File: config.mk
export PLATFORM = sky130hd
export DESIGN_NAME = btbr_front
export DESIGN_NICKNAME = d
export VERILOG_FILES = /design/src/sv/btbr_pkg.sv /design/src/sv/btbr_front.sv
export SDC_FILE = /design/constraint.sdc
export NUM_CORES = 1
export LEC_CHECK = 0
export ABC_AREA = 1
export BUFFER_PORTS_ARGS = -buffer_cell sky130_fd_sc_hd__buf_2
export CORE_AREA = 8 8 114 116
export DETAILED_ROUTE_END_ITERATION = 8
export DIE_AREA = 0 0 122 124
export GPL_ROUTABILITY_DRIVEN = 0
export PLACE_DENSITY_LB_ADDON = 0.1
export SLEW_MARGIN = 20
export SYNTH_ARGS = -nofsm -noshare
export SYNTH_HDL_FRONTEND = slang
export SYNTH_SLANG_ARGS = --single-unit
File: constraint.sdc
create_clock -name vclk -period 1.5
set_input_delay 0.075 -clock vclk [all_inputs]
set_output_delay 0.075 -clock vclk [all_outputs]
set_load 0.02 [all_outputs]
File: src/sv/btbr_pkg.sv
`timescale 1ns / 1ps

package btbr_pkg;

   // Geometry; set counts and table depths are powers of two
   localparam int PARTITIONS        = 9;
   localparam int SETS              = 512;
   localparam int LAST_SETS         = 64;
   localparam int RAS_DEPTH         = 64;
   localparam int CALL_SIZE_ENTRIES = 1024;

   localparam int SET_W   = $clog2(SETS);
   localparam int LAST_W  = $clog2(LAST_SETS);
   localparam int IDX_W   = (SET_W > LAST_W) ? SET_W : LAST_W;
   localparam int PART_W  = $clog2(PARTITIONS);
   localparam int RAS_W   = $clog2(RAS_DEPTH);
   localparam int CST_W   = $clog2(CALL_SIZE_ENTRIES);
   localparam int SETS_MAX = (SETS > LAST_SETS) ? SETS : LAST_SETS;
   localparam int CLR_LEN = (SETS_MAX > CALL_SIZE_ENTRIES) ? SETS_MAX : CALL_SIZE_ENTRIES;
   localparam int CLR_W   = $clog2(CLR_LEN);

   // Decoupling queue
   localparam int Q_DEPTH = 2;
   localparam int Q_PTR_W = (Q_DEPTH > 2) ? $clog2(Q_DEPTH) : 1;
   localparam int Q_CNT_W = $clog2(Q_DEPTH + 1);

   localparam logic [63:0] FAR_AGE         = 64'd9999999999;
   localparam logic [63:0] MAX_CALL_SIZE   = 64'd10;
   localparam logic [3:0]  RESET_CALL_SIZE = 4'd4;
   localparam logic [7:0]  TAG_LOW_MASK    = 8'hFF;

   localparam logic FUNC_PREDICT = 1'b0;
   localparam logic FUNC_UPDATE  = 1'b1;

   typedef enum logic [2:0] {
      KIND_NONE, KIND_DJUMP, KIND_IJUMP, KIND_COND,
      KIND_DCALL, KIND_ICALL, KIND_RETURN, KIND_OTHER
   } kind_type;

   // Classified transaction handed from front to back
   typedef struct packed {
      logic              func;
      logic [63:0]       ip;
      kind_type          kind;
      logic [63:0]       target;
      logic              taken;
      logic [PART_W-1:0] start;
      logic [15:0]       tag_main;
      logic [15:0]       tag_last;
   } item_type;

   // One buffer entry
   typedef struct packed {
      logic        valid;
      logic [15:0] tag;
      logic [63:0] target;
      kind_type    kind;
      logic [63:0] age;
   } entry_type;

   typedef struct packed {
      logic               full;
      logic               empty;
      logic [Q_CNT_W-1:0] count;
   } queue_status_type;

   typedef struct packed {
      logic clearing;
   } back_status_type;

   // Folded tag: low byte of the upper address, high byte the XOR of the rest
   function automatic logic [15:0] fold_tag(input logic [63:0] ip, input int bits);
      logic [63:0] a;
      logic [7:0]  hi;
      a  = (ip >> 2) >> bits;
      hi = '0;
      for (int i = 1; i < 8; i++) begin
         hi = hi ^ a[8*i +: 8];
      end
      return {hi, a[7:0] & TAG_LOW_MASK};
   endfunction

   // Offset class from the bit length of the address difference
   function automatic logic [PART_W-1:0] start_class(input logic [61:0] d);
      int c;
      c = 0;
      if (d != '0)      c = 1;
      if (|d[61:4])     c = 2;
      if (|d[61:5])     c = 3;
      if (|d[61:7])     c = 4;
      if (|d[61:9])     c = 5;
      if (|d[61:11])    c = 6;
      if (|d[61:19])    c = 7;
      if (|d[61:25])    c = 8;
      if (c > PARTITIONS - 1) c = PARTITIONS - 1;
      return PART_W'(c);
   endfunction

   function automatic logic [63:0] age_of(input entry_type e);
      return e.valid ? e.age : 64'd0;
   endfunction

endpackage

File: src/sv/btbr_front.sv
`timescale 1ns / 1ps

module btbr_front import btbr_pkg::*; (
   input  logic             req_tvalid,
   output logic             req_tready,
   input  logic [135:0]     req_tdata,  // ip, kind, target, taken
   input  logic [0:0]       req_tuser,  // func
   input  queue_status_type q_status,
   input  back_status_type  b_status,
   output logic             push,
   output item_type         push_item
);

   logic [63:0] ip;
   logic [63:0] target;
   kind_type    kind;

   assign ip     = req_tdata[63:0];
   assign kind   = kind_type'(req_tdata[66:64]);
   assign target = req_tdata[130:67];

   // No transactions while the tables are being cleared
   assign req_tready = !q_status.full && !b_status.clearing;
   assign push       = req_tvalid && req_tready;

   // Classify: tags for both partition sizes and the offset class
   always_comb begin
      push_item.func     = req_tuser[0];
      push_item.ip       = ip;
      push_item.kind     = kind;
      push_item.target   = target;
      push_item.taken    = req_tdata[131];
      push_item.tag_main = fold_tag(ip, SET_W);
      push_item.tag_last = fold_tag(ip, LAST_W);
      if (kind == KIND_RETURN) begin
         push_item.start = '0;
      end else begin
         push_item.start = start_class(ip[63:2] ^ target[63:2]);
      end
   end

endmodule

### Word level (Yosys, flattened, before mapping)

Index checks and enable logic that the tools add are counted.

* input bits: 143
* bits in registers: 0
* logic and storage cells: 36

* reduce and logical (&&, ||, !) cells: 12
* $lt $le $gt $ge: 1
* eq/ne operators: 1
* multiplexer cells: 11
* bitwise gates (word level): 11

Operators with widths (number)
* 32-bit two-way mux: 6
* 8-bit XOR: 9
* 62-bit nonzero test: 1
* 62-bit XOR: 1
* 58-bit OR reduction: 1
* 57-bit OR reduction: 1
* 55-bit OR reduction: 1
* 53-bit OR reduction: 1
* 51-bit OR reduction: 1
* 43-bit OR reduction: 1
* 37-bit OR reduction: 1
* 32-bit by 5-bit > comparator with 1-bit output, second input constant: 1
* 4-bit two-way mux: 2
* 8-bit by 5-bit XOR with 8-bit output: 1
* 2-bit two-way mux: 2
* 3-bit == test, second input constant: 1
* 1-bit logical AND: 2
* 1-bit logical NOT: 2
* 1-bit two-way mux: 1

### Longest topological paths before layout

* word-level depth: 14
* depth in mapped cells: 15
* depth with buffers taken out: 15

### Least setup slack after synthesis

OpenSTA, ideal clock, no wires.

* kind: in2out
* start: input req_tdata[56]
* end: output push_item[33] in the netlist's numbering
* path slack: 0.089 ns
* arrival: 1.336 ns
* path buffers: 1
* data required time: 1.425 ns
* stages on the path: 8
* path through: buf_2 -> xnor2_1 -> nand2_1 -> nor2_1 -> nand4_1 -> nor4_4 -> nand2_2 -> a21oi_1

RTL lines
* from (decl): line btbr_front.sv:6 `input logic [135:0] req_tdata,`
* to (decl): line btbr_front.sv:11 `output item_type push_item`

==> results_dict.tcl <==
set metrics [dict create \
    outcome "finished with violations" \
    failed_checks "negative setup slack" \
    whs_path_depth 0 \
    place_inst 948 \
    cp-end-kind "output pin" \
    rsz0062_at_grt "true" \
    setup_viol 4 \
    hold_ws_ns 0.150 \
    crit_path_max_fanout 3 \
    fmax_mhz 599 \
    track_usage 0.141 \
    avgSynthCellArea_um2 5.70 \
    max_stage_delay_ns 0.29 \
    slew_headroom 0.787 \
    antenna_left 0 \
    diodes 0 \
    post_drt_wl_per_cell_um 12.7 \
    post-route-min-period_ns 1.67 \
    synth_top_cell_area_share 0.343 \
    finalNonFillerCells 950 \
    cp_data_required_time_ns 1.42 \
    synth_area_mm2 0.00337 \
    tns_ns -0.605 \
    die_y_um 124 \
    grt_pass1_vias 3972 \
    drtPass1Iterations 4 \
    setup_ws_ns -0.170 \
    maxSlewViolCount 0 \
    vdd_ir_drop_max_uv 330 \
    synth_area_leaders "buf_4, nand2_1, xnor2_1" \
    via_per_inst 3.99 \
    die_area_mm2 0.0151 \
    place.port_buffers 295 \
    fin_util 0.415 \
    power_switching_mw 1.13 \
    post-dp-hpwl_um 11300 \
    yosysMostFrequentCell "buf_4" \
    clkbuf_count 0 \
    synthCells 591 \
    drc 0 \
    worstPathArrival_ns 1.59 \
    design.core.area_mm2 0.0112 \
    internal_power_mw 0.761 \
    hp-class "in2out" \
    hp-start "req_tdata[68]" \
    areaGrowthSynthToFinish_pct 37.6 \
    slowest_stage "nor4_4" \
    yosysSeqAreaShare 0 \
    ios 314 \
    hold_viol_final 0 \
    grt_overflow 0 \
    startpoint_type "input pin" \
    nets 952 \
    synth_cell_type_count 27 \
    max_cap_viol_count 0 \
    yosysTopAreaCell "buf_4" \
    swShare 0.597 \
    die_w_um 122 \
    wl_um 12100 \
    fp-row-count 39 \
    drtIter0Drc 77 \
    worst_pin_slew_ns 0.316 \
    hold_buffers 0 \
    period_share 1.11 \
    path_cells "buf_2 -> inv_1 -> nand2_1 -> nand4_1 -> nor2_4 -> buf_6 -> buf_6 -> inv_4 -> nor4_4 -> nand2_2 -> a21oi_2 -> buf_6" \
    holdPathEnd "push_item[38]" \
    initial_utilization 0.302 \
    dr_total_vias 3795 \
    worstSetupPathType "in2out" \
    syn_nets 734 \
    clkPwrFrac 0 \
    use_met1 0.160 \
    seq_area_um2 0 \
    leakagePower_nw 2.85 \
    grt_max_degree 6 \
    fill_cells 1213 \
    cpMostUsedCell "buf_6" \
    p_per_area_mw_per_mm2 407 \
    use_met3 0.0222 \
    synth_common_cells "buf_4, nand2_1, inv_1, nor2_1, xnor2_1" \
    seq_cells 0 \
    yosysWarnings 0 \
    p_seq_frac 0 \
    drive_gt1_frac 0.532 \
    grt_first_pass_wirelength_um 17800 \
    grt_util_met2 0.279 \
    busiest_layer "met2" \
    antenna_found_initial 0 \
    pwr-share-comb 1.000 \
]
## cell usage in the layout (no fill, tap or decap), drive strengths merged
master  netlist  routed
nor4          1       1
nand3        10      10
nand3b        1       1
a31oi         1       1
nor3          6       6
inv          96      96
xnor2        54      54
xor2         29      29
a21oi         2       2
and2          1       1
nand4         5       5
nor3b         1       1
nand2       153     153
clkinv        1       1
o31ai         1       1
buf         156     372
nor2         73      73
## metrics by stage
| stage | cell area [µm²] | setup WS (ns) | total power [mW] |
|---|---|---|---|
| after floorplan | 3370 | 0.0893 | 1.34 |
| after global placement | 4420 | -0.343 | 1.86 |
| after detailed placement | 4420 | -0.304 | 1.87 |
| after CTS | 4510 | -0.171 | 1.90 |
| after global routing | 4640 | -0.308 | 2.06 |
| final | 4640 | -0.170 | 1.89 |
## cell type report
cell class	count	area, µm²	share of cell area
Timing Repair Buffer	372	2130	0.460
Inverter	97	367	0.0790
Multi-Input combinational cell	338	1960	0.423
Tap cell	143	179	0.0386
## power groups by stage
stage / clock network [mW] / registers, mW / logic, mW
floorplan: 0 / 0 / 1.34
global placement: 0 / 0 / 1.86
detailed placement: 0 / 0 / 1.87
CTS: 0 / 0 / 1.90
global route: 0 / 0 / 2.06
finish: 0 / 0 / 1.89
## worst max path at each step
| stage | from | endpoint | cells after the start |
|---|---|---|---|
| 6_report | req_tdata[60] | push_item[32] | 12 |
| 5_1_grt | req_tdata[24] | push_item[32] | 16 |
| 4_1_cts | req_tdata[63] | push_item[32] | 13 |
| 3_5_place_dp | req_tdata[130] | push_item[32] | 14 |
| 3_3_place_gp | req_tdata[130] | push_item[32] | 14 |
| 2_1_floorplan | req_tdata[56] | push_item[33] | 8 |
## metal layers
metal	wire length [µm]	share of wire
met1	4640	0.38
met2	6390	0.53
met3	1020	0.085
met4	30	0.0025
met5	0	0
## cells by family (layout without fill, tap and decap cells)
kind of cell,count (synthesis),count (layout),synth area share
buf+inv,253,469,0.454
simple gates,251,251,0.322
xor+xnor,83,83,0.216
compound gates,4,4,0.00817
## timing repair
item,in CTS,in global routing
gates resized for setup,18,33
buffers inserted,3,2
pin swaps,14,15
setup endpoints to repair,4,4
## critical path: cells and delay by family
family,cells,cell delay (ns)
and+or+nand+nor,5,0.83
buffers and inverters,6,0.55
AOI/OAI and AO/OA,1,0.13
No activity file was read; power rests on OpenSTA's default activity.
