File: src/sv/btbr_pkg.sv
`timescale 1ns / 1ps

package btbr_pkg;

   // Geometry; set counts and table depths are powers of two
   localparam int PARTITIONS        = 9;
   localparam int SETS              = 512;
   localparam int LAST_SETS         = 64;
   localparam int RAS_DEPTH         = 64;
   localparam int CALL_SIZE_ENTRIES = 1024;

   localparam int SET_W   = $clog2(SETS);
   localparam int LAST_W  = $clog2(LAST_SETS);
   localparam int IDX_W   = (SET_W > LAST_W) ? SET_W : LAST_W;
   localparam int PART_W  = $clog2(PARTITIONS);
   localparam int RAS_W   = $clog2(RAS_DEPTH);
   localparam int CST_W   = $clog2(CALL_SIZE_ENTRIES);
   localparam int SETS_MAX = (SETS > LAST_SETS) ? SETS : LAST_SETS;
   localparam int CLR_LEN = (SETS_MAX > CALL_SIZE_ENTRIES) ? SETS_MAX : CALL_SIZE_ENTRIES;
   localparam int CLR_W   = $clog2(CLR_LEN);

   // Decoupling queue
   localparam int Q_DEPTH = 2;
   localparam int Q_PTR_W = (Q_DEPTH > 2) ? $clog2(Q_DEPTH) : 1;
   localparam int Q_CNT_W = $clog2(Q_DEPTH + 1);

   localparam logic [63:0] FAR_AGE         = 64'd9999999999;
   localparam logic [63:0] MAX_CALL_SIZE   = 64'd10;
   localparam logic [3:0]  RESET_CALL_SIZE = 4'd4;
   localparam logic [7:0]  TAG_LOW_MASK    = 8'hFF;

   localparam logic FUNC_PREDICT = 1'b0;
   localparam logic FUNC_UPDATE  = 1'b1;

   typedef enum logic [2:0] {
      KIND_NONE, KIND_DJUMP, KIND_IJUMP, KIND_COND,
      KIND_DCALL, KIND_ICALL, KIND_RETURN, KIND_OTHER
   } kind_type;

   // Classified transaction handed from front to back
   typedef struct packed {
      logic              func;
      logic [63:0]       ip;
      kind_type          kind;
      logic [63:0]       target;
      logic              taken;
      logic [PART_W-1:0] start;
      logic [15:0]       tag_main;
      logic [15:0]       tag_last;
   } item_type;

   // One buffer entry
   typedef struct packed {
      logic        valid;
      logic [15:0] tag;
      logic [63:0] target;
      kind_type    kind;
      logic [63:0] age;
   } entry_type;

   typedef struct packed {
      logic               full;
      logic               empty;
      logic [Q_CNT_W-1:0] count;
   } queue_status_type;

   typedef struct packed {
      logic clearing;
   } back_status_type;

   // Folded tag: low byte of the upper address, high byte the XOR of the rest
   function automatic logic [15:0] fold_tag(input logic [63:0] ip, input int bits);
      logic [63:0] a;
      logic [7:0]  hi;
      a  = (ip >> 2) >> bits;
      hi = '0;
      for (int i = 1; i < 8; i++) begin
         hi = hi ^ a[8*i +: 8];
      end
      return {hi, a[7:0] & TAG_LOW_MASK};
   endfunction

   // Offset class from the bit length of the address difference
   function automatic logic [PART_W-1:0] start_class(input logic [61:0] d);
      int c;
      c = 0;
      if (d != '0)      c = 1;
      if (|d[61:4])     c = 2;
      if (|d[61:5])     c = 3;
      if (|d[61:7])     c = 4;
      if (|d[61:9])     c = 5;
      if (|d[61:11])    c = 6;
      if (|d[61:19])    c = 7;
      if (|d[61:25])    c = 8;
      if (c > PARTITIONS - 1) c = PARTITIONS - 1;
      return PART_W'(c);
   endfunction

   function automatic logic [63:0] age_of(input entry_type e);
      return e.valid ? e.age : 64'd0;
   endfunction

endpackage

File: src/sv/btbr_queue.sv
`timescale 1ns / 1ps

module btbr_queue import btbr_pkg::*; (
   input  logic             clock,
   input  logic             reset,
   input  logic             push,
   input  item_type         push_item,
   input  logic             pop,
   output item_type         pop_item,
   output queue_status_type status
);

   item_type           mem_ff [Q_DEPTH];
   logic [Q_PTR_W-1:0] wptr_ff;
   logic [Q_PTR_W-1:0] rptr_ff;
   logic [Q_CNT_W-1:0] count_ff;

   assign pop_item     = mem_ff[rptr_ff];
   assign status.count = count_ff;
   assign status.full  = (count_ff == Q_CNT_W'(Q_DEPTH));
   assign status.empty = (count_ff == '0);

   // Payload storage
   always_ff @(posedge clock) begin
      if (push) begin
         mem_ff[wptr_ff] <= push_item;
      end
   end

   // Pointers and fill count
   always_ff @(posedge clock) begin
      if (reset) begin
         wptr_ff  <= '0;
         rptr_ff  <= '0;
         count_ff <= '0;
      end else begin
         if (push) begin
            wptr_ff <= (wptr_ff == Q_PTR_W'(Q_DEPTH - 1)) ? '0 : wptr_ff + 1'b1;
         end
         if (pop) begin
            rptr_ff <= (rptr_ff == Q_PTR_W'(Q_DEPTH - 1)) ? '0 : rptr_ff + 1'b1;
         end
         if (push && !pop) begin
            count_ff <= count_ff + 1'b1;
         end else if (pop && !push) begin
            count_ff <= count_ff - 1'b1;
         end
      end
   end

endmodule

File: config.mk
export PLATFORM = sky130hd
export DESIGN_NAME = btbr_queue
export DESIGN_NICKNAME = d
export VERILOG_FILES = /design/src/sv/btbr_pkg.sv /design/src/sv/btbr_queue.sv
export SDC_FILE = /design/constraint.sdc
export NUM_CORES = 1
export LEC_CHECK = 0
export BUFFER_PORTS_ARGS = -buffer_cell sky130_fd_sc_hd__buf_2
export CORE_MARGIN = 10
export CORE_UTILIZATION = 40
export CTS_CLUSTER_DIAMETER = 50
export DETAILED_ROUTE_END_ITERATION = 12
export GPL_TIMING_DRIVEN = 0
export PLACE_DENSITY = 0.71
export SYNTH_ARGS = -nofsm -noshare
export SYNTH_HDL_FRONTEND = slang
export SYNTH_SLANG_ARGS = --single-unit
File: constraint.sdc
create_clock -name clock -period 9.3 [get_ports clock]
set_clock_uncertainty 0.2 [all_clocks]
set_input_delay 1.395 -clock clock [delete_from_list [all_inputs] [get_ports clock]]
set_output_delay 1.395 -clock clock [all_outputs]
set_load 0.05 [all_outputs]
Word-level counts from Yosys, hierarchy flattened
Memories as Yosys holds them, arrays and structs flattened. A register that Yosys moved wholly into a read port is not among the register bits.
Index checks and enable logic that the tools add are counted.
W data, S select, Z words.

storage, ports and cells
  flip-flop bits (word level) = 4
  RAM bits = 338
  input bits = 173
  output and inout port bits = 173
  word-level logic and storage cells = 23
  memories kept = 1

cells by class
  $add $sub $neg = 4
  equality and inequality tests = 1
  mux-type cells = 8
  reduce and logical (&&, ||, !) cells = 6

memories
  name    depth  bits a word  rd ports  clocked after memory_dff  wr ports  RTL line          RTL
  mem_ff  2      169          1         1                         1         btbr_queue.sv:13  item_type mem_ff [Q_DEPTH];

operators by type and width
  cell                   count
  $mux W1                6
  $mux W2                2
  $add A1 B1 Y1 const B  2
  $add A2 B1 Y2 const B  1
  $eq A2 B2 Y1 const B   1
  $logic_and A1 B1 Y1    2
  $logic_not A1 Y1       2
  $logic_not A2 Y1       1
  $reduce_bool A2 Y1     1
  $sub A2 B1 Y2 const B  1

Logic depth before layout (Yosys ltp)
Gate-level depths: netlist of the first run.

  word-level depth = 4
  depth in mapped cells = 5

Least setup slack after synthesis of the first run
Ideal clock, no wire load.

  path type = input to register
  start point = input port push
  end point = memory mem_ff[0][0] (netlist name) (enable)
  data arrival time = 8.694 ns
  data required time = 8.379 ns
  setup slack = -0.315 ns
  stages = 1
  buffers on the path = 0
  path through = nor2b_1

between the ends
  longest elaborated chain between the ends = 2

ends and longest elaborated chain
  item                           RTL line          RTL
  from (decl)                    btbr_queue.sv:6   input logic push,
  $mux W1                        btbr_queue.sv:25  if (push) begin
  $mux W1 (not written as such)  btbr_queue.sv:26  mem_ff[wptr_ff] <= push_item;
  to (decl)                      btbr_queue.sv:13

No other way between the ends.

==> impl_metrics.toml, run 1 <==
[status]
outcome = "completed"

[die]
io_pins = 346
die_x_um = 199
start_util_pct = 40.6
fp.dieH_um = 199
die-area_sq_mm = 0.0396
core-area_sq_mm = 0.0316
fp-row-count = 65

[synthesis]
yosysUniqueCellTypes = 16
ys_ff_latch = 343
synthesis.area_sq_mm = 0.0128
yosysWarnings = 0
netlist_instances = 548
syn_nets = 722
yosysSeqAreaShare_pct = 80.0
syn_avg_cell_area_sq_um = 23.4

[placed_design]
dp_hpwl_um = 20800
io_buffer_count = 345
place_ws_ns = 5.81
globalplace.congestion = 0.730

[sta]
hold_viol = 0
period_minus_slack_ns = 3.55
tightest_slew_ns = 0.786
fmax_mhz = 282
setup_ws_ns = 5.75
rsz0062_at_grt = "no"
relSlewSlack_pct = 47.5
setup_tns_ns = 0
setup_viol = 0
slew_violations = 0
final.period_utilization_pct = 38.1

[hold_path]
holdCritStartpoint = "rptr_ff"
hold_path_end = "rptr_ff"
holdPathStages = 2
hold_path_class = "reg2reg"

[cts]
cts-resized-gates = 0
cts_sinks = 343
cts_root_buf = "clkbuf_16"
clock_path_buffers = 3
cts_tree = "built"
numCtsBuffers = 40
insertion_delay_ns = 0.51
htreeDepth = 2
postCtsHoldBufs = 0
post_cts_buffers = 0
path_clk_slew_ns = 0.06

[setup_path]
r2r_end = "mem_ff[0][109]"
worst_path_largest_cell_delay_ns = 0.33
r2r_setup_slack_ns = 7.07
endpoint_kind = "output port"
cpMostUsedCell = "buf_6"
required_ns = 7.71
slowest_stage = "dfxtp_1"
path_class = "reg2out"
crit_fanout = 10
ff2ff_path_depth = 4
timing.rr.start = "wptr_ff"
cp_data_arrival_time_ns = 1.95
cp_cell_sequence = "buf_6 -> buf_6 -> buf_6 -> mux2_4 -> buf_2"
startpoint_type = "flip-flop"

[detailed_routing]
firstDrtPassIters = 4
wire_per_inst_um = 20.4
top_layer = "met5"
dr.first_iter.drc_count = 203
wl_met1_um = 10100
avgViaCountPerCell = 4.66
wl_met2_um = 14800
wirelength_um = 28200
drc_errors = 0
wl_met3_um = 2730
vias = 6459
ant_nets = 0

[global_routing]
grt_remaining_overflow = 0
antenna_found_initial = 10
grt_pass1_vias = 7023
track_usage_pct = 13.6
grt_first_pass_wirelength_um = 41200
grt_max_degree = 55

[pwr]
power_density_mw_per_mm2 = 244
ir_worst_vdd_v = 0.000186
p_total_w = 0.00405
leakage_nw = 6.49

[final_layout]
drive_gt1_share_pct = 61.9
syn2layout_area_growth_pct = 29.5
n_fill_cell = 2558
nNetsFinal = 1118

[job]
drv_cap = 0
power breakdown:
part / switching, W / total (W) / internal, W
combinational: 0.000477 / 0.000696 / 0.000218
sequential: 0.0000221 / 0.00183 / 0.00180
clock: 0.000589 / 0.00153 / 0.000942
cell usage in the layout, fill, tap and decap left out, types with 3 or more instances in the layout:
| master | instances |
|---|---|
| dfxtp_1 | 5 |
| nor2_1 | 5 |
| buf_2 | 350 |
| clkbuf_1 | 6 |
| clkbuf_16 | 41 |
| mux2_2 | 68 |
| clkinv_2 | 5 |
| buf_6 | 14 |
| diode_2 | 9 |
| bufinv_16 | 4 |
| clkinv_1 | 7 |
| buf_16 | 3 |
| edfxtp_1 | 338 |
| buf_12 | 6 |
| mux2_4 | 101 |
| inv_6 | 3 |
worst max-delay path by stage:
| stage | start | to | slack, ns |
|---|---|---|---|
| detailed placement | push | mem_ff[0][124] | 5.81 |
| floorplan | push | mem_ff[0][0] | 2.86 |
| finish | flip-flop | pop_item[85] | 5.75 |
| global route | flip-flop | pop_item[85] | 5.63 |
| global placement | push | mem_ff[0][120] | 0.15 |
| CTS | flip-flop | pop_item[85] | 5.67 |
per-stage QoR:
stage	cells	hold WS (ns)	cell area (sq um)	utilization, %
after floorplan	548	0.280	12800	-
after global placement	1295	0.297	15100	47.7
after detailed placement	1304	0.302	15300	48.4
after CTS	1376	0.323	16600	52.5
after global routing	1381	0.343	16600	52.6
final	1385	0.317	16600	52.6
logic make-up (layout without fill, tap and decap cells):
kind of cell	Yosys count	after routing	share of synthesized area (%)
buffers and inverters	20	446	1.45
adders and majority gates	1	1	0.0976
and+or+nand+nor	9	9	0.342
DFF	343	343	80.0
muxes	169	169	17.8
AOI/OAI and AO/OA	2	2	0.0780
other	0	9	0
xor gates and xnor gates	4	4	0.273
synth_stat cells:
library cell | n | area (sq um)
a21oi_1 | 1 | 5.00
and2_1 | 1 | 6.26
buf_2 | 5 | 25.0
buf_6 | 14 | 158
dfxtp_1 | 5 | 100
edfxtp_1 | 338 | 10100
ha_1 | 1 | 12.5
inv_1 | 1 | 3.75
mux2_2 | 68 | 766
mux2_4 | 101 | 1520
nor2_1 | 5 | 18.8
nor2b_1 | 2 | 12.5
o21ai_0 | 1 | 5.00
or3_1 | 1 | 6.26
xnor2_1 | 2 | 17.5
xor2_1 | 2 | 17.5
layer usage:
metal | track usage [%] | vias to the layer above
met2 | 23.7 | 239
met4 | 4.49 | 2
met3 | 5.83 | 43
met5 | 0 | -
li1 | - | 2997
met1 | 14.5 | 3178
cell type report:
cell class              instances  area, sq um  area share, %
inverters                       1         3.75         0.0226
clock buffers                  49         1080           6.48
repair buffers                354         1930           11.6
multi-input cells             185         2390           14.4
clock inverters                23          244           1.47
well taps                     402          503           3.03
diodes                          9         22.5          0.136
plain buffers                  19          183           1.10
flip-flops and latches        343        10200           61.7
sequential cells by signal, summed over array words and instances (netlist names), named ones only:
signal    count
count_ff      2
mem_ff      338
rptr_ff       1
wptr_ff       1
critical path, delay by kind of cell, from the launching register on:
| kind | cells | cell delay [ns] |
|---|---|---|
| multiplexers | 1 | 0.32 |
| buffers and inverters | 4 | 0.78 |
| flip-flops | 1 | 0.33 |
Power figures use the tool's default switching activity.
==> run 2: changes to the inputs <==
Settings changed: ABC_AREA set to 1.
Clock period 9.3 ns to 3 ns, I/O delays scaled along.
==> run 2 against run 1 <==
Net effect: via count increased by 13%; largest power group unchanged; highest routed layer is now met4; sequential cell count stayed put; synthesized area is 0.17% higher.
==> impl_metrics.toml, run 2 <==
[sta]
fmax_mhz = 380
setup_viol = 0
slew_violations = 0
setup_ws_ns = 0.366
final.period_utilization_pct = 87.8
tightest_slew_ns = 0.804
rsz0062_at_grt = "no"
period_minus_slack_ns = 2.63
hold_viol = 0
relSlewSlack_pct = 46.3

[pwr]
leakage_nw = 7.21
power_density_mw_per_mm2 = 681
ir_worst_vdd_v = 0.000557

[detailed_routing]
dr.first_iter.drc_count = 314
avgViaCountPerCell = 4.68
ant_nets = 0
firstDrtPassIters = 4
wirelength_um = 30800
vias = 7292
drc_errors = 0
wire_per_inst_um = 19.8

[final_layout]
top_register = "mem_ff"
largest_reg_flops = 338
reg_top3 = "mem_ff (338), count_ff (2)"
final_cell_mix = "350 x buf_2, 338 x edfxtp_1, 171 x dlygate4sd3_1"
drive_gt1_share_pct = 52.7
nNetsFinal = 1300
syn2layout_area_growth_pct = 42.6
fin_area_sq_mm = 0.0183
layout.cells.most_common = "buf_2"

[setup_path]
required_ns = 2.35
path_class = "reg2out"
ff2ff_path_depth = 4
startpoint_type = "flip-flop"
cp_data_arrival_time_ns = 1.98
r2r_setup_slack_ns = 0.66
endpoint_kind = "output port"
timing.rr.start = "wptr_ff"
crit_fanout = 10
r2r_end = "mem_ff[1][108]"

[cts]
cts_root_buf = "clkbuf_16"
insertion_delay_ns = 0.51
clock_path_buffers = 3
path_clk_slew_ns = 0.06
numCtsBuffers = 39
htreeDepth = 2
cts_tree = "built"
cts-resized-gates = 0
cts_sinks = 343

[status]
outcome = "completed"

[global_routing]
track_usage_pct = 14.9
antenna_found_initial = 3
grt_max_degree = 41
grt_first_pass_wirelength_um = 46000
grt_pass1_vias = 8051
grt_remaining_overflow = 0

[placed_design]
io_buffer_count = 345
place_ws_ns = 0.369
placed_area_sq_mm = 0.0153
globalplace.congestion = 0.714
dp_hpwl_um = 20300

[synthesis]
yosys.area.top_type = "edfxtp_1"
synth-xor-area-share_pct = 0.0682
synth_compound_area_share_pct = 0.0779
synth_area_leaders = "edfxtp_1 79%, mux2_4 12%, mux2_2 6.0%"
yosysWarnings = 0
synth-simple-area-share_pct = 0.477
ys.flop_type = "edfxtp_1"
ys_ff_latch = 343
yosysSeqAreaShare_pct = 79.8
synth.cells.most_frequent = "338 x edfxtp_1, 101 x mux2_4, 68 x mux2_2"
synthMuxAreaShare_pct = 17.8
yosysUniqueCellTypes = 16
syn_nets = 733
syn_avg_cell_area_sq_um = 23.0
synth_fa_ha_area_share_pct = 0.0974
synth.most_common_cell = "edfxtp_1"
synth_top_family_by_area = "multiplexers"
synth_edf_count = 338
synth_top_area_share_pct = 79.0
netlist_instances = 559
synthesis.area_sq_mm = 0.0128
async_flop_share_pct = 0

[hold_path]
holdCritStartpoint = "pop"
holdPathStages = 3
hold_path_class = "in2reg"

[die]
fp.dieH_um = 199
fp-row-count = 65
die-area_sq_mm = 0.0397
start_util_pct = 40.6
die_x_um = 199
io_pins = 346
core-area_sq_mm = 0.0316

[job]
drv_cap = 0
==> run 2: cell types whose count changed after synthesis, moves of 2 or more <==
cell,previous run,this run
nand2_1,0,5
nor2_1,5,7
inv_1,1,9
xor2_1,2,0
nor2b_1,2,0
==> run 2: cell families after synthesis <==
family | after synthesis
mux | 169
simple gates | 15
fa+ha+maj | 1
buf+inv | 28
compound gates | 2
flops | 343
xor+xnor | 1
==> run 2: what timing repair did <==
item | CTS | global route
hold endpoints to repair | 341 | 0
hold buffers | 171 | 0
setup buffers | 0 | 0
==> run 2: per-layer routing <==
layer / part of all wire, % / GRT usage, %
met1: 38 / 16.6
met2: 51 / 26.2
met3: 8.3 / 5.26
met4: 2.4 / 4.75
met5: 0 / 0
==> run 2: report_power, final <==
group / switching [W] / internal, W / total (W)
clock network: 0.00186 / 0.00277 / 0.00463
registers: 0.0000625 / 0.00555 / 0.00561
logic: 0.00143 / 0.000788 / 0.00222
total: 0.00336 / 0.00911 / 0.0125
==> run 2: layout make-up <==
cell class	instances	area (sq um)
fill	2321	13300
clock buffer	44	1040
antenna	3	7.51
buffer	19	183
inverter	9	50.0
multi-input combinational	188	2400
sequential	343	10200
clock inverter	25	234
tap	402	503
timing repair buffer	526	3650
==> run 2: worst max path at each step <==
stage | startpoint | endpoint | slack, ns | depth (start not counted)
2_1_floorplan | push | mem_ff[1][0] | -0.60 | 2
3_3_place_gp | push | mem_ff[1][55] | -2.52 | 3
3_5_place_dp | push | mem_ff[1][130] | 0.37 | 5
4_1_cts | flip-flop | pop_item[81] | 0.29 | 5
5_1_grt | flip-flop | pop_item[104] | 0.27 | 5
6_report | flip-flop | pop_item[81] | 0.37 | 5
==> run 2: critical path, stage by stage (launching register included) <==
cell     delay [ns]
dfxtp_1        0.32
buf_6          0.14
buf_6          0.21
buf_6          0.22
mux2_4         0.34
buf_2          0.22
==> run 2: per-stage QoR <==
stage / setup TNS (ns) / util, % / instances / hold slack, ns / power, W
after floorplan: -199.11 / - / 559 / 0.280 / 0.00722
after global placement: -819.61 / 47.8 / 1306 / 0.293 / 0.00772
after detailed placement: 0 / 48.4 / 1316 / 0.308 / 0.00776
after CTS: 0 / 57.8 / 1556 / 0.0101 / 0.0126
after global routing: 0 / 57.9 / 1559 / 0.0218 / 0.0129
final: 0 / 57.9 / 1559 / 0.0379 / 0.0125
==> run 3: changes to the inputs <==
Settings changed: MAX_ROUTING_LAYER set to met4.
==> run 3 against run 2 <==
Net effect: total power hardly changed; sequential power barely moved; combinational power about the same; critical path type unchanged; final cell count about the same; setup slack improved by 0.0030 ns; sequential cell count stayed put; cell area about the same; wire length about the same; sequential share of layout area about the same; via count down 0.22%; non-clock buffer count stayed put.
==> impl_metrics.toml, run 3 (same netlist as run 2, synthesis figures left out) <==
[die]
io_pins = 346
die-area_sq_mm = 0.0397
fp-row-count = 65
die_x_um = 199
core-area_sq_mm = 0.0316
fp.dieH_um = 199
start_util_pct = 40.6

[setup_path]
cp_cell_sequence = "buf_6 -> buf_6 -> buf_6 -> mux2_4 -> buf_2"
timing.rr.start = "wptr_ff"
cp_data_arrival_time_ns = 1.98
required_ns = 2.35
endpoint_kind = "output port"
worst_path_largest_cell_delay_ns = 0.33
startpoint_type = "flip-flop"
crit_fanout = 10
cpMostUsedCell = "buf_6"
slowest_stage = "mux2_4"
path_class = "reg2out"

[sta]
final.period_utilization_pct = 87.7
hold_viol = 0
setup_ws_ns = 0.369
hold_slack_ns = 0.0383
relSlewSlack_pct = 46.4
slew_violations = 0
setup_viol = 0
tightest_slew_ns = 0.802
period_minus_slack_ns = 2.63
rsz0062_at_grt = "no"
fmax_mhz = 380

[status]
outcome = "completed"

[cts]
cts_sinks = 343
numCtsBuffers = 39
cts-resized-gates = 0
path_clk_slew_ns = 0.06
clock_path_buffers = 3
htreeDepth = 2
cts_root_buf = "clkbuf_16"
cts_tree = "built"
postCtsHoldBufs = 171
post_cts_buffers = 0
insertion_delay_ns = 0.51

[final_layout]
reg_top3 = "mem_ff (338), count_ff (2)"
largest_reg_flops = 338
layout.cells.most_common = "buf_2"
nNetsFinal = 1300
top_register = "mem_ff"
stdcell_count = 1560
drive_gt1_share_pct = 52.7
final_cell_mix = "350 x buf_2, 338 x edfxtp_1, 171 x dlygate4sd3_1"
syn2layout_area_growth_pct = 42.6

[detailed_routing]
drc_errors = 0
wire_per_inst_um = 19.8
avgViaCountPerCell = 4.66
firstDrtPassIters = 5
wirelength_um = 30800
ant_nets = 0
vias = 7276
dr.first_iter.drc_count = 315

[global_routing]
grt_max_degree = 41
track_usage_pct = 15.3
grt_pass1_vias = 8062
grt_remaining_overflow = 0
antenna_found_initial = 4
grt_first_pass_wirelength_um = 45800

[pwr]
leakage_nw = 7.21
ir_worst_vdd_v = 0.000551
power_density_mw_per_mm2 = 681
p_total_w = 0.0125

[placed_design]
dp_hpwl_um = 20300
dp.cells = 1316
globalplace.congestion = 0.722
place_ws_ns = 0.369
io_buffer_count = 345

[hold_path]
hold_path_class = "in2reg"
holdCritStartpoint = "pop"

[job]
drv_cap = 0
run 3: cell count changes in the layout (fill, tap and decap cells not counted):
| cell | previous run | this run |
|---|---|---|
| diode_2 | 3 | 4 |
run 3: layout make-up:
cell class / instances / area (sq um)
clock buffer: 44 / 1040
clock inverter: 25 / 234
inverter: 9 / 50.0
sequential: 343 / 10200
timing repair buffer: 526 / 3650
buffer: 19 / 183
tap: 402 / 503
fill: 2322 / 13300
antenna: 4 / 10.0
multi-input combinational: 188 / 2400
run 3: path summary, 6_finish.rpt:
path | slack, ns | depth (start not counted) | end
max reg2reg | 0.67 | 4 | mem_ff[1][108]
max | 0.37 | 5 | pop_item[81]
min | 0.04 | 3 | flip-flop
min reg2reg | 0.34 | 2 | flip-flop
run 3: report_power, final:
group	internal (W)	switching, W	total [W]
logic	0.000788	0.00143	0.00222
registers	0.00555	0.0000624	0.00561
clock network	0.00277	0.00186	0.00464
run 3: metal layers:
layer | global-route usage (%) | up-vias | share of wire [%]
li1 | - | 3360 | -
met1 | 16.9 | 3579 | 39
met2 | 26.3 | 275 | 51
met3 | 4.68 | 62 | 7.6
met4 | 4.75 | 0 | 2.4
met5 | - | - | 0
run 3: through the flow:
| step | cell area, sq um | utilization, % | setup TNS [ns] |
|---|---|---|---|
| after detailed placement | 15300 | 48.4 | 0 |
| after global placement | 15100 | 47.8 | -819.61 |
| final | 18300 | 57.9 | 0 |
| after global routing | 18300 | 57.9 | 0 |
| after CTS | 18300 | 57.8 | 0 |
| after floorplan | 12900 | - | -199.11 |
run 3: critical path, delay by kind of cell (launching register included):
kind	cells	cell delay, ns
DFF	1	0.32
muxes	1	0.33
buffers and inverters	4	0.79
